## src/rtl/glyph_atlas_scaled_blitter_macros.svh

```systemverilog
// ---------------------------------------------------------------------------
// Glyph atlas scaled blitter: assertion macros
// Clocked on clk; the first form is disabled in reset, the second is not.
// ---------------------------------------------------------------------------
`ifndef GLYPH_ATLAS_SCALED_BLITTER_MACROS_SVH
`define GLYPH_ATLAS_SCALED_BLITTER_MACROS_SVH
`ifndef ASSERT_OFF
`define GASB_ASSERT(lbl, prop, msg) \
  lbl: assert property (@(posedge clk) disable iff (rst) prop) else $error(msg);
`define GASB_ASSERT_RST(lbl, prop, msg) \
  lbl: assert property (@(posedge clk) prop) else $error(msg);
`else
`define GASB_ASSERT(lbl, prop, msg)
`define GASB_ASSERT_RST(lbl, prop, msg)
`endif
`endif

```

## src/rtl/gasb_pkg.sv

```systemverilog
// ---------------------------------------------------------------------------
// gasb_pkg
// Types and constants shared by the glyph atlas scaled blitter modules.
// ---------------------------------------------------------------------------
package gasb_pkg;

  localparam int MAX_GLYPH_WIDTH = 1024;
  localparam int MAX_SCALE       = 4;

  localparam int DESC_DEPTH_DEF = 2;
  localparam int RES_DEPTH_DEF  = 4;

  localparam int REG_IDX_W  = 3;
  localparam int CFG_DATA_W = 14;

  // The scale register is 3 bits wide, so the effective scale never exceeds 7.
  localparam logic [2:0]  SCALE_CAP = 3'(MAX_SCALE > 7 ? 7 : MAX_SCALE);
  localparam logic [10:0] GW_CAP    = 11'(MAX_GLYPH_WIDTH > 2047 ? 2047 : MAX_GLYPH_WIDTH);

  // Destination coordinate widths for the largest register values.
  localparam int BX_W  = 18;
  localparam int BY_W  = 15;
  localparam int IDX_W = 26;

  localparam logic [10:0] CELL_WIDTH_RST  = 11'd1;
  localparam logic [7:0]  FONT_HEIGHT_RST = 8'd1;
  localparam logic [2:0]  PADDING_RST     = 3'd0;
  localparam logic [2:0]  SCALE_RST       = 3'd1;
  localparam logic [13:0] STRIDE_RST      = 14'd16;

  typedef enum logic [REG_IDX_W-1:0] {
    REG_CELL_WIDTH  = 3'd0,
    REG_FONT_HEIGHT = 3'd1,
    REG_PADDING     = 3'd2,
    REG_SCALE       = 3'd3,
    REG_STRIDE      = 3'd4
  } reg_idx_t;

  typedef struct packed {
    logic [10:0] cell_width;
    logic [7:0]  font_height;
    logic [2:0]  cell_padding;
    logic [2:0]  scale_factor;
    logic [13:0] atlas_row_pixels;
  } cfg_t;

  // One source pixel, resolved to the top-left corner of its block.
  typedef struct packed {
    logic [BX_W-1:0] base_x;
    logic [BY_W-1:0] base_y;
    logic [2:0]      scale;
    logic            ink;
    logic            shadow;
    logic            done;
  } desc_t;

  typedef struct packed {
    logic [IDX_W-1:0] pixel_index;
    logic             ink_write;
    logic             shadow_set;
    logic             run_last;
    logic             glyph_done;
  } res_t;

endpackage

```

## src/rtl/gasb_fifo.sv

```systemverilog
// ---------------------------------------------------------------------------
// gasb_fifo
// Small register queue with show-ahead read, full, empty and fill level.
// ---------------------------------------------------------------------------
module gasb_fifo #(
  parameter int WIDTH = 8,
  parameter int DEPTH = 2
) (
  input  logic                       clk,
  input  logic                       rst,
  input  logic                       wr_en,
  input  logic [WIDTH-1:0]           wr_data,
  input  logic                       rd_en,
  output logic [WIDTH-1:0]           rd_data,
  output logic                       full,
  output logic                       empty,
  output logic [$clog2(DEPTH+1)-1:0] level
);

  localparam int AW = (DEPTH > 1) ? $clog2(DEPTH) : 1;
  localparam int LW = $clog2(DEPTH + 1);

  logic [WIDTH-1:0] entries [DEPTH];
  logic [AW-1:0]    wr_ptr;
  logic [AW-1:0]    rd_ptr;
  logic             wr_ok;
  logic             rd_ok;

  assign full    = (level == LW'(DEPTH));
  assign empty   = (level == '0);
  assign wr_ok   = wr_en && !full;
  assign rd_ok   = rd_en && !empty;
  assign rd_data = entries[rd_ptr];

  always_ff @(posedge clk) begin
    if (rst) begin
      wr_ptr <= '0;
      rd_ptr <= '0;
      level  <= '0;
    end else begin
      if (wr_ok) begin
        wr_ptr <= (wr_ptr == AW'(DEPTH - 1)) ? '0 : wr_ptr + 1'b1;
      end
      if (rd_ok) begin
        rd_ptr <= (rd_ptr == AW'(DEPTH - 1)) ? '0 : rd_ptr + 1'b1;
      end
      if (wr_ok && !rd_ok) begin
        level <= level + 1'b1;
      end else if (rd_ok && !wr_ok) begin
        level <= level - 1'b1;
      end
    end
  end

  always_ff @(posedge clk) begin
    if (wr_ok) begin
      entries[wr_ptr] <= wr_data;
    end
  end

endmodule

```

## src/rtl/gasb_front.sv

```systemverilog
// ---------------------------------------------------------------------------
// gasb_front
// Accepts source pixels, steps the column and row counters and resolves each
// pixel to the atlas corner of its replicated block.
// ---------------------------------------------------------------------------
module gasb_front (
  input  logic           clk,
  input  logic           rst,
  input  gasb_pkg::cfg_t cfg,
  input  logic           push,
  output logic           full,
  input  logic [7:0]     char_code,
  input  logic [10:0]    glyph_width,
  input  logic [7:0]     pixel_value,
  output logic           desc_push,
  output gasb_pkg::desc_t desc,
  input  logic           desc_full
);
  import gasb_pkg::*;

  logic        accept;
  logic [9:0]  source_column;
  logic [7:0]  source_row;
  logic [10:0] gw;
  logic [7:0]  fh;
  logic [10:0] ncol;
  logic [8:0]  nrow;
  logic        row_end;
  logic        glyph_end;

  logic        stg_valid;
  logic [7:0]  stg_code;
  logic [9:0]  stg_col;
  logic [7:0]  stg_row;
  logic        stg_ink;
  logic        stg_shadow;
  logic        stg_done;

  logic [2:0]  scale_next;
  logic [2:0]  scale;
  logic [13:0] pitch_x;
  logic [10:0] pitch_y;
  logic [5:0]  pad_s;

  assign accept    = push && !full;
  assign full      = stg_valid && desc_full;
  assign desc_push = stg_valid && !desc_full;

  always_comb begin
    if (glyph_width == '0) begin
      gw = 11'd1;
    end else if (glyph_width > GW_CAP) begin
      gw = GW_CAP;
    end else begin
      gw = glyph_width;
    end
    fh        = (cfg.font_height == '0) ? 8'd1 : cfg.font_height;
    ncol      = {1'b0, source_column} + 11'd1;
    nrow      = {1'b0, source_row} + 9'd1;
    row_end   = (ncol >= gw);
    glyph_end = row_end && (nrow >= {1'b0, fh});
    if (cfg.scale_factor == '0) begin
      scale_next = 3'd1;
    end else if (cfg.scale_factor > SCALE_CAP) begin
      scale_next = SCALE_CAP;
    end else begin
      scale_next = cfg.scale_factor;
    end
  end

  // Cell geometry follows the registers in the next cycle; the holding stage
  // gives it that cycle before the first use.
  always_ff @(posedge clk) begin
    scale   <= scale_next;
    pitch_x <= ({3'b0, cfg.cell_width} + {10'b0, cfg.cell_padding, 1'b0}) *
               {11'b0, scale_next};
    pitch_y <= ({3'b0, cfg.font_height} + {7'b0, cfg.cell_padding, 1'b0}) *
               {8'b0, scale_next};
    pad_s   <= {3'b0, cfg.cell_padding} * {3'b0, scale_next};
  end

  always_ff @(posedge clk) begin
    if (rst) begin
      source_column <= '0;
      source_row    <= '0;
      stg_valid     <= 1'b0;
    end else begin
      if (accept) begin
        source_column <= row_end ? '0 : ncol[9:0];
        if (row_end) begin
          source_row <= glyph_end ? '0 : nrow[7:0];
        end
        stg_valid <= 1'b1;
      end else if (desc_push) begin
        stg_valid <= 1'b0;
      end
    end
  end

  always_ff @(posedge clk) begin
    if (accept) begin
      stg_code   <= char_code;
      stg_col    <= source_column;
      stg_row    <= source_row;
      stg_ink    <= (pixel_value > 8'd1);
      stg_shadow <= (pixel_value == 8'd1);
      stg_done   <= glyph_end;
    end
  end

  // The low code nibble is the grid column, the high nibble the grid row.
  always_comb begin
    desc.base_x = BX_W'(stg_code[3:0]) * BX_W'(pitch_x) + BX_W'(pad_s) +
                  BX_W'(stg_col) * BX_W'(scale);
    desc.base_y = BY_W'(stg_code[7:4]) * BY_W'(pitch_y) + BY_W'(pad_s) +
                  BY_W'(stg_row) * BY_W'(scale);
    desc.scale  = scale;
    desc.ink    = stg_ink;
    desc.shadow = stg_shadow;
    desc.done   = stg_done;
  end

endmodule

```

## src/rtl/gasb_back.sv

```systemverilog
// ---------------------------------------------------------------------------
// gasb_back
// Walks each block row by row, one atlas write per cycle while the result queue
// has room, and queues the resulting writes for the consumer.
// ---------------------------------------------------------------------------
module gasb_back #(
  parameter int RES_DEPTH = gasb_pkg::RES_DEPTH_DEF
) (
  input  logic            clk,
  input  logic            rst,
  input  logic [13:0]     stride,
  input  gasb_pkg::desc_t desc,
  input  logic            desc_empty,
  output logic            desc_pop,
  input  logic            pop,
  output logic            empty,
  output gasb_pkg::res_t  res
);
  import gasb_pkg::*;

  localparam int LW = $clog2(RES_DEPTH + 1);

  desc_t            cur;
  logic             active;
  logic [2:0]       dx;
  logic [2:0]       dy;
  logic             col_last;
  logic             last;
  logic             issue;
  logic             room;
  logic [LW:0]      occ;
  logic [LW-1:0]    res_level;

  logic [BY_W-1:0]  row_y;
  logic [BX_W-1:0]  col_x;
  logic [BY_W+13:0] prod_full;

  logic             p1_valid;
  logic [IDX_W-1:0] p1_prod;
  logic [BX_W-1:0]  p1_x;
  logic             p1_ink;
  logic             p1_shadow;
  logic             p1_last;
  logic             p1_done;
  res_t             res_in;

  // Writes in flight count against the queue so that none is ever dropped.
  assign occ      = {1'b0, res_level} + {{LW{1'b0}}, p1_valid};
  assign room     = occ < (LW + 1)'(RES_DEPTH);
  assign issue    = active && room;
  assign col_last = (dx == cur.scale - 3'd1);
  assign last     = col_last && (dy == cur.scale - 3'd1);
  assign desc_pop = !desc_empty && (!active || (issue && last));

  assign row_y     = cur.base_y + BY_W'(dy);
  assign col_x     = cur.base_x + BX_W'(dx);
  assign prod_full = row_y * stride;

  always_ff @(posedge clk) begin
    if (rst) begin
      active   <= 1'b0;
      p1_valid <= 1'b0;
    end else begin
      if (desc_pop) begin
        active <= 1'b1;
      end else if (issue && last) begin
        active <= 1'b0;
      end
      p1_valid <= issue;
    end
  end

  always_ff @(posedge clk) begin
    if (desc_pop) begin
      cur <= desc;
      dx  <= '0;
      dy  <= '0;
    end else if (issue) begin
      if (col_last) begin
        dx <= '0;
        dy <= dy + 3'd1;
      end else begin
        dx <= dx + 3'd1;
      end
    end
    if (issue) begin
      p1_prod   <= prod_full[IDX_W-1:0];
      p1_x      <= col_x;
      p1_ink    <= cur.ink;
      p1_shadow <= cur.shadow;
      p1_last   <= last;
      p1_done   <= cur.done;
    end
  end

  always_comb begin
    res_in.pixel_index = p1_prod + IDX_W'(p1_x);
    res_in.ink_write   = p1_ink;
    res_in.shadow_set  = p1_shadow;
    res_in.run_last    = p1_last;
    res_in.glyph_done  = p1_done;
  end

  gasb_fifo #(
    .WIDTH ($bits(res_t)),
    .DEPTH (RES_DEPTH)
  ) u_res_q (
    .clk     (clk),
    .rst     (rst),
    .wr_en   (p1_valid),
    .wr_data (res_in),
    .rd_en   (pop),
    .rd_data (res),
    .full    (),
    .empty   (empty),
    .level   (res_level)
  );

endmodule

```

## src/rtl/glyph_atlas_scaled_blitter.sv

```systemverilog
// ---------------------------------------------------------------------------
// glyph_atlas_scaled_blitter
// Copies glyph source pixels into a 16 by 16 atlas grid with nearest-neighbor
// scaling: one queued atlas write per destination pixel.
// ---------------------------------------------------------------------------
// A pixel's first write passes the holding stage, descriptor queue, walker and
// address register into the result queue. One atlas write per cycle while that
// queue has room: scale*scale writes a pixel (1 to 16 at the default scale cap).
// The front end and its two-entry descriptor queue take pixels while the back
// end works. Synchronous reset empties all queues, zeroes the column and row
// counters and restores the register defaults; no clearing pass is needed.
module glyph_atlas_scaled_blitter #(
  parameter int DESC_DEPTH = gasb_pkg::DESC_DEPTH_DEF,
  parameter int RES_DEPTH  = gasb_pkg::RES_DEPTH_DEF
) (
  input  logic                            clk,
  input  logic                            rst,
  input  logic                            cfg_we,
  input  logic [gasb_pkg::REG_IDX_W-1:0]  cfg_index,
  input  logic [gasb_pkg::CFG_DATA_W-1:0] cfg_data,
  input  logic                            push,
  output logic                            full,
  input  logic [7:0]                      char_code,
  input  logic [10:0]                     glyph_width,
  input  logic [7:0]                      pixel_value,
  output logic                            empty,
  input  logic                            pop,
  output logic [gasb_pkg::IDX_W-1:0]      pixel_index,
  output logic                            ink_write,
  output logic                            shadow_set,
  output logic                            run_last,
  output logic                            glyph_done
);
  import gasb_pkg::*;

  cfg_t  cfg;
  desc_t desc_in;
  desc_t desc_out;
  logic  desc_push;
  logic  desc_pop;
  logic  desc_full;
  logic  desc_empty;
  res_t  res;

  always_ff @(posedge clk) begin
    if (rst) begin
      cfg.cell_width       <= CELL_WIDTH_RST;
      cfg.font_height      <= FONT_HEIGHT_RST;
      cfg.cell_padding     <= PADDING_RST;
      cfg.scale_factor     <= SCALE_RST;
      cfg.atlas_row_pixels <= STRIDE_RST;
    end else if (cfg_we) begin
      unique case (reg_idx_t'(cfg_index))
        REG_CELL_WIDTH:  cfg.cell_width       <= cfg_data[10:0];
        REG_FONT_HEIGHT: cfg.font_height      <= cfg_data[7:0];
        REG_PADDING:     cfg.cell_padding     <= cfg_data[2:0];
        REG_SCALE:       cfg.scale_factor     <= cfg_data[2:0];
        REG_STRIDE:      cfg.atlas_row_pixels <= cfg_data[13:0];
        default: ;
      endcase
    end
  end

  gasb_front u_front (
    .clk         (clk),
    .rst         (rst),
    .cfg         (cfg),
    .push        (push),
    .full        (full),
    .char_code   (char_code),
    .glyph_width (glyph_width),
    .pixel_value (pixel_value),
    .desc_push   (desc_push),
    .desc        (desc_in),
    .desc_full   (desc_full)
  );

  gasb_fifo #(
    .WIDTH ($bits(desc_t)),
    .DEPTH (DESC_DEPTH)
  ) u_desc_q (
    .clk     (clk),
    .rst     (rst),
    .wr_en   (desc_push),
    .wr_data (desc_in),
    .rd_en   (desc_pop),
    .rd_data (desc_out),
    .full    (desc_full),
    .empty   (desc_empty),
    .level   ()
  );

  gasb_back #(
    .RES_DEPTH (RES_DEPTH)
  ) u_back (
    .clk        (clk),
    .rst        (rst),
    .stride     (cfg.atlas_row_pixels),
    .desc       (desc_out),
    .desc_empty (desc_empty),
    .desc_pop   (desc_pop),
    .pop        (pop),
    .empty      (empty),
    .res        (res)
  );

  assign pixel_index = res.pixel_index;
  assign ink_write   = res.ink_write;
  assign shadow_set  = res.shadow_set;
  assign run_last    = res.run_last;
  assign glyph_done  = res.glyph_done;

`include "glyph_atlas_scaled_blitter_macros.svh"

  `GASB_ASSERT_RST(a_reset_idle, rst |=> (empty && !full), "queues not idle after reset")
  `GASB_ASSERT(a_desc_no_overflow, desc_push |-> !desc_full, "descriptor pushed while full")
  `GASB_ASSERT(a_desc_no_underflow, desc_pop |-> !desc_empty, "descriptor taken while empty")

endmodule
```

## config.mk

```make
export PLATFORM = sky130hd
export DESIGN_NAME = glyph_atlas_scaled_blitter
export DESIGN_NICKNAME = d
export VERILOG_FILES = /design/src/rtl/gasb_pkg.sv /design/src/rtl/gasb_fifo.sv /design/src/rtl/gasb_front.sv /design/src/rtl/gasb_back.sv /design/src/rtl/glyph_atlas_scaled_blitter.sv
export VERILOG_INCLUDE_DIRS = /design/src /design/src/rtl
export SDC_FILE = /design/constraint.sdc
export NUM_CORES = 1
export LEC_CHECK = 0
export BUFFER_PORTS_ARGS = -buffer_cell sky130_fd_sc_hd__buf_2
export CAP_MARGIN = 0
export CORE_ASPECT_RATIO = 1.75
export CORE_MARGIN = 2
export CORE_UTILIZATION = 55
export DETAILED_ROUTE_END_ITERATION = 8
export GPL_TIMING_DRIVEN = 0
export PLACE_DENSITY_LB_ADDON = 0.1
export SYNTH_ARGS = -nofsm -noshare
export SYNTH_HDL_FRONTEND = slang
export SYNTH_SLANG_ARGS = --single-unit
```

## constraint.sdc

```tcl
create_clock -name clk -period 9.9 [get_ports clk]
set_input_delay 1.485 -clock clk [delete_from_list [all_inputs] [get_ports clk]]
set_output_delay 1.485 -clock clk [all_outputs]
set_load 0.01 [all_outputs]
```

# After elaboration in Yosys (flattened, before gate mapping)
# Memory sizes are Yosys's and may differ from the RTL's. A register that Yosys moved wholly into a read port is not among the register bits.
# Cells that the tools add are included.
# W data, S select, Z words.
[totals]
input_bits = 49
memories = 2
reg_bits = 188
ram_bits = 198
elab_cells = 154
[mem_list]
columns = ["memory", "words", "word_bits", "rd", "rd_clocked_by_memory_dff", "wr", "line", "rtl"]
rows = [
  ["u_back.u_res_q.entries", 4, 30, 1, 1, 1, "gasb_fifo.sv:23", "logic [WIDTH-1:0] entries [DEPTH];"],
  ["u_desc_q.entries", 2, 39, 1, 1, 1, "gasb_fifo.sv:23", ""],
]
[op_classes]
n_addsub = 23
mul = 8
reduce_logical = 44
n_eq_ne = 11
magnitude_cmp = 6
n_mux = 26
[op_table]
columns = ["operator", "count"]
rows = [
  ["$add A26 B18 Y26", 1],
  ["$mul A15 B14 Y26", 1],
  ["$mux W11", 2],
  ["$add A18 B13 Y18", 1],
  ["$add A18 B3 Y18", 1],
  ["$add A18 B6 Y18", 1],
  ["$mul A4 B14 Y18", 1],
  ["$logic_and A1 B1 Y1", 16],
  ["$mux W8", 2],
  ["$add A15 B11 Y15", 1],
  ["$add A15 B3 Y15", 1],
  ["$add A15 B6 Y15", 1],
  ["$mul A4 B11 Y15", 1],
  ["$mux W3", 5],
  ["$mul A14 B3 Y14", 1],
  ["$reduce_and A2 Y1", 7],
  ["$mul A10 B3 Y13", 1],
  ["$add A11 B4 Y12", 1],
  ["$mux W2", 6],
  ["$add A10 B1 Y11 const B", 1],
  ["$ge A11 B11 Y1", 1],
  ["$gt A11 B11 Y1 const B", 1],
  ["$logic_not A11 Y1", 1],
  ["$mul A11 B3 Y11", 1],
  ["other kinds (28)", 62],
]

# Longest topological paths before layout
[depth]
depth_word = 10
ltp_mapped = 29
mapped_depth_nobuf = 28

# Cells and area by module
# Synthesis repeated with hierarchy kept, for this count alone.
[hier_totals]
hier_cells = 2844
area_unflattened_um2 = 31621.6
[by_module_without_submodules]
columns = ["module", "n_inst", "area_per_inst_um2", "cells_each", "seq_area_each_um2"]
rows = [
  ["gasb_back", 1, 11649.9, 1175, 2772.7],
  ["gasb_front", 1, 10523.8, 1168, 1931.9],
  ["gasb_fifo (u_back.u_res_q)", 1, 4808.4, 206, 3783.6],
  ["gasb_fifo (u_desc_q)", 1, 3024.2, 146, 2442.3],
  ["glyph_atlas_scaled_blitter", 1, 1615.3, 149, 780.7],
]

# Worst setup path before layout
# No wires, ideal clock.
[synth_timing]
path_type = "register to register"
from = "register u_back.dy[0]"
to = "register u_back.p1_prod[20], data pin"
setup_ps = 258
stages_incl_launch_ff = 29
t_arrival_ps = 6804
setup_slack_ps = 2838
cell_sequence = "dfxtp_1 ha_1 inv_1 fa_1 nor2b_1 nor2_1 nor2_1 nand3_1 xnor2_1 clkbuf_1 nand2_1 fa_1 fa_1 inv_1 fa_1 fa_1 fa_1 inv_1 fa_1 inv_1 ha_1 a21o_1 a21oi_1 nor2b_1 nor3_1 a21oi_1 a31o_1 a21oi_1 xnor2_1"
[synth_via]
elab_chain_cells = 2
[synth_rtl]
columns = ["item", "line", "rtl"]
rows = [
  ["start: declaration", "gasb_back.sv:26", "logic [2:0] dy;"],
  ["start signal: assignment", "gasb_back.sv:81", "dy <= dy + 3'd1;"],
  ["$add A15 B3 Y15", "gasb_back.sv:55", "assign row_y = cur.base_y + BY_W'(dy);"],
  ["$mul A15 B14 Y26", "gasb_back.sv:57", "assign prod_full = row_y * stride;"],
  ["net u_back.prod_full[20]", "gasb_back.sv:36", "logic [BY_W+13:0] prod_full;"],
  ["end signal: assignment", "gasb_back.sv:87", "p1_prod <= prod_full[IDX_W-1:0];"],
  ["end: declaration", "gasb_back.sv:39", "logic [IDX_W-1:0] p1_prod;"],
]
# The timed path passes the listed nets, and every way through them passes these cells.
# A chain may end at the register's enable or synchronous reset.

# Worst setup path in the final report
[layout_timing]
from = "register u_back.dy[0]"
to = "register u_back.p1_prod[25], data pin"
# Same word-level chain as after synthesis.

==> metrics <==
CP Capture Type flip-flop; Post-Syn Area per Cell 11.19 µm²; adder-cell share of the synthesized area 28.18%; root buffer cell clkbuf_16; Startpoint Class flip-flop; starting density of the core 55.47%; Cell Area, Placed 31990 µm²; simple-gate share of the synthesized area 12.89%; most frequent cells in the layout 378 x inv_1, 325 x nand2_1, 314 x edfxtp_1; CP peak stage delay 630 ps; cells after synthesis 2736; worst min path class flip-flop to flip-flop; initial DRC count 712; Setup Skew 19.06 ps; die area 57650 µm²; Vias 19670; GPL Wtd Cong 0.8865; Worst Path Arrival 8900 ps; mux cell area share after synthesis 4.295%; Slew @ Worst Pin 1048 ps; commonest non-fill, non-tap cell in the layout inv_1; Max FO, Critical Path 10; worst vdd ir 0.1268 mV; Max-Cap Viols 0; Core Rows 114; final std cell area, no fill 33290 µm²; Slowest cell on crit path clkbuf_1; f_max 116.4 MHz; slew margin rel. 30.15%; post-cts repair resize count 0; largest family of logic cells by synthesized area adder cells; share of cells above drive strength 1 8.547%; CTS buffer count 41; Total Neg Setup Slack 0 ps; clk_lat worst skew 570 ps; CTS tree built; FF+latch count, synth 427; Final #Nets 3429; maximum buffer depth of the clock tree 3; Warnings, synthesis 0; Detailed Place HPWL 55.16 mm; DRC 0; post-DR wirelength/cell 18.79 µm; # fillers 4537; status finished, final reports clean; Compound-Gate Fraction of Synth Area 6.228%; Post-Synth XOR/XNOR Area 4.634%; sequential area share after synthesis 38.18%; final hold violation count 0; max-slew violations 0; syn nets 3303; FFs w/ async S/R, synth 0%; register area 11690 µm²; Setup-failing EPs final 0; Chip Height 316.1 µm; I/O Pins 81; most frequent CP cell fa_1; Most used DFF post-synth edfxtp_1; vias in the first global route 21470; Crit Path Category flip-flop to flip-flop; initial antenna violation count 0; CTS H-tree lvls 2; 1st-pass router iterations 5; Worst Path Required 10210 ps; CTS Hold Bufs 0; Synth cell types 78; Port Buffers 79; Clock Sink Count 427; pwr/cell area 190.4 nW/µm²; crit share post-route 86.78%; Post-synth EDFFs 314; Layout area overhead 8.741%; first-pass GRT wire length 108.1 mm; Netlist Area Pre-Place 30620 µm²; RSZ-0062 raised after global routing false; Via density 5.484; gr usage total 24.17%; Tot Pwr 6.340 mW; CORE AREA 55200 µm²; Die Width 182.4 µm; total gr overflow 0; footprint of the multi-input gates 17230 µm²; DP Cell Count 3515; fin crit period 8591 ps; post-route ant nets 0; Post-Layout Cell Count 3586; largest net degree at the start of global routing 48; Leak 14.41 nW; Post-CTS Setup Bufs 0; WL final 67.38 mm; clk slew on worst S/H paths 70 ps; # diodes 0
[critical path, delay by kind of cell (launching register included)]
family | cells | cell delay (ps)
AO/OA/AOI/OAI | 5 | 1350
XOR/XNOR | 2 | 570
adder cells (fa/ha/maj) | 9 | 4130
buffers and inverters | 5 | 840
flip-flops | 1 | 410
AND/OR/NAND/NOR | 7 | 990
[registers in the layout, indices dropped and copies added, names as in the netlist, 3 cells and up, named ones only]
register                cells
u_front.pitch_x            14
u_back.dx                   3
u_back.cur                 39
u_back.dy                   3
u_front.stg_code            8
u_front.source_column      10
u_front.scale               3
u_back.u_res_q.level        3
u_back.p1_prod             26
u_front.pad_s               6
u_back.p1_x                18
u_desc_q.entries           78
u_front.source_row          8
u_front.stg_col            10
u_front.stg_row             8
cfg                        39
u_front.pitch_y            11
u_back.u_res_q.entries    120
[path summary, 6_finish.rpt]
| kind | start | end | slack, ps | cells after the start |
|---|---|---|---|---|
| setup / recovery | u_back.dy[0] | u_back.p1_prod[25] | 1310 | 28 |
| hold / removal | u_back.cur[0] | u_back.p1_done | 420 | 0 |
| setup reg to reg | u_back.dy[0] | u_back.p1_prod[25] | 1310 | 28 |
| hold reg to reg | u_back.cur[0] | u_back.p1_done | 420 | 0 |
[synthesized netlist by cell type (all sizes together) (22+ instances only)]
cell type | count | area share [%]
dfxtp | 113 | 7.4
xor2 | 53 | 1.5
a21o | 42 | 1.1
a21oi | 112 | 1.9
nor2b | 24 | 0.49
mux4 | 30 | 2.2
fa | 286 | 19
nand2 | 326 | 4.0
nor2 | 88 | 1.1
nand2b | 22 | 0.45
xnor2 | 109 | 3.1
o21ai | 43 | 0.73
inv | 379 | 4.6
clkbuf | 64 | 0.78
mux2 | 39 | 1.4
nand3 | 39 | 0.65
and2 | 224 | 4.6
ha | 232 | 9.5
edfxtp | 314 | 31
[logic make-up after synthesis]
logic type | count (synthesis)
buffers and inverters | 455
XOR/XNOR | 162
adder cells (fa/ha/maj) | 518
AND/OR/NAND/NOR | 798
multiplexers | 89
AO/OA/AOI/OAI | 287
flip-flops | 427
[routing by layer]
layer / wire length [µm] / vias to the layer above / track usage, %
li1: - / 9287 / -
met5: 0 / - / 0
met1: 22870 / 9759 / 23.36
met3: 1997 / 194 / 2.228
met4: 4123 / 0 / 13.40
met2: 38380 / 426 / 49.26
[cell type report]
type	count	area share [%]
multi-input cells	1854	51.75
flip-flops and latches	427	35.11
inverters	381	4.295
clock buffers	46	3.138
well taps	696	2.616
repair buffers	83	1.473
plain buffers	74	0.8455
clock inverters	25	0.7666
[metrics by stage]
| step | hold WS [ps] | utilization [%] | setup slack (ps) |
|---|---|---|---|
| after floorplan | 400.3 | - | 2838 |
| after global placement | 405.9 | 57.76 | 1388 |
| after detailed placement | 409.9 | 57.96 | 1322 |
| after CTS | 429.2 | 60.32 | 1294 |
| after global routing | 445.7 | 60.32 | 981.3 |
| final | 422.9 | 60.32 | 1309 |
[report_power, final]
group	switching [mW]	total (mW)	leakage, nW	internal (mW)
Combinational	1.34	2.19	9.95	0.850
Clock	0.698	1.55	0.626	0.850
Sequential	0.148	2.60	3.83	2.46
Total	2.18	6.34	14.4	4.16
No activity file was read; power rests on OpenSTA's default activity.
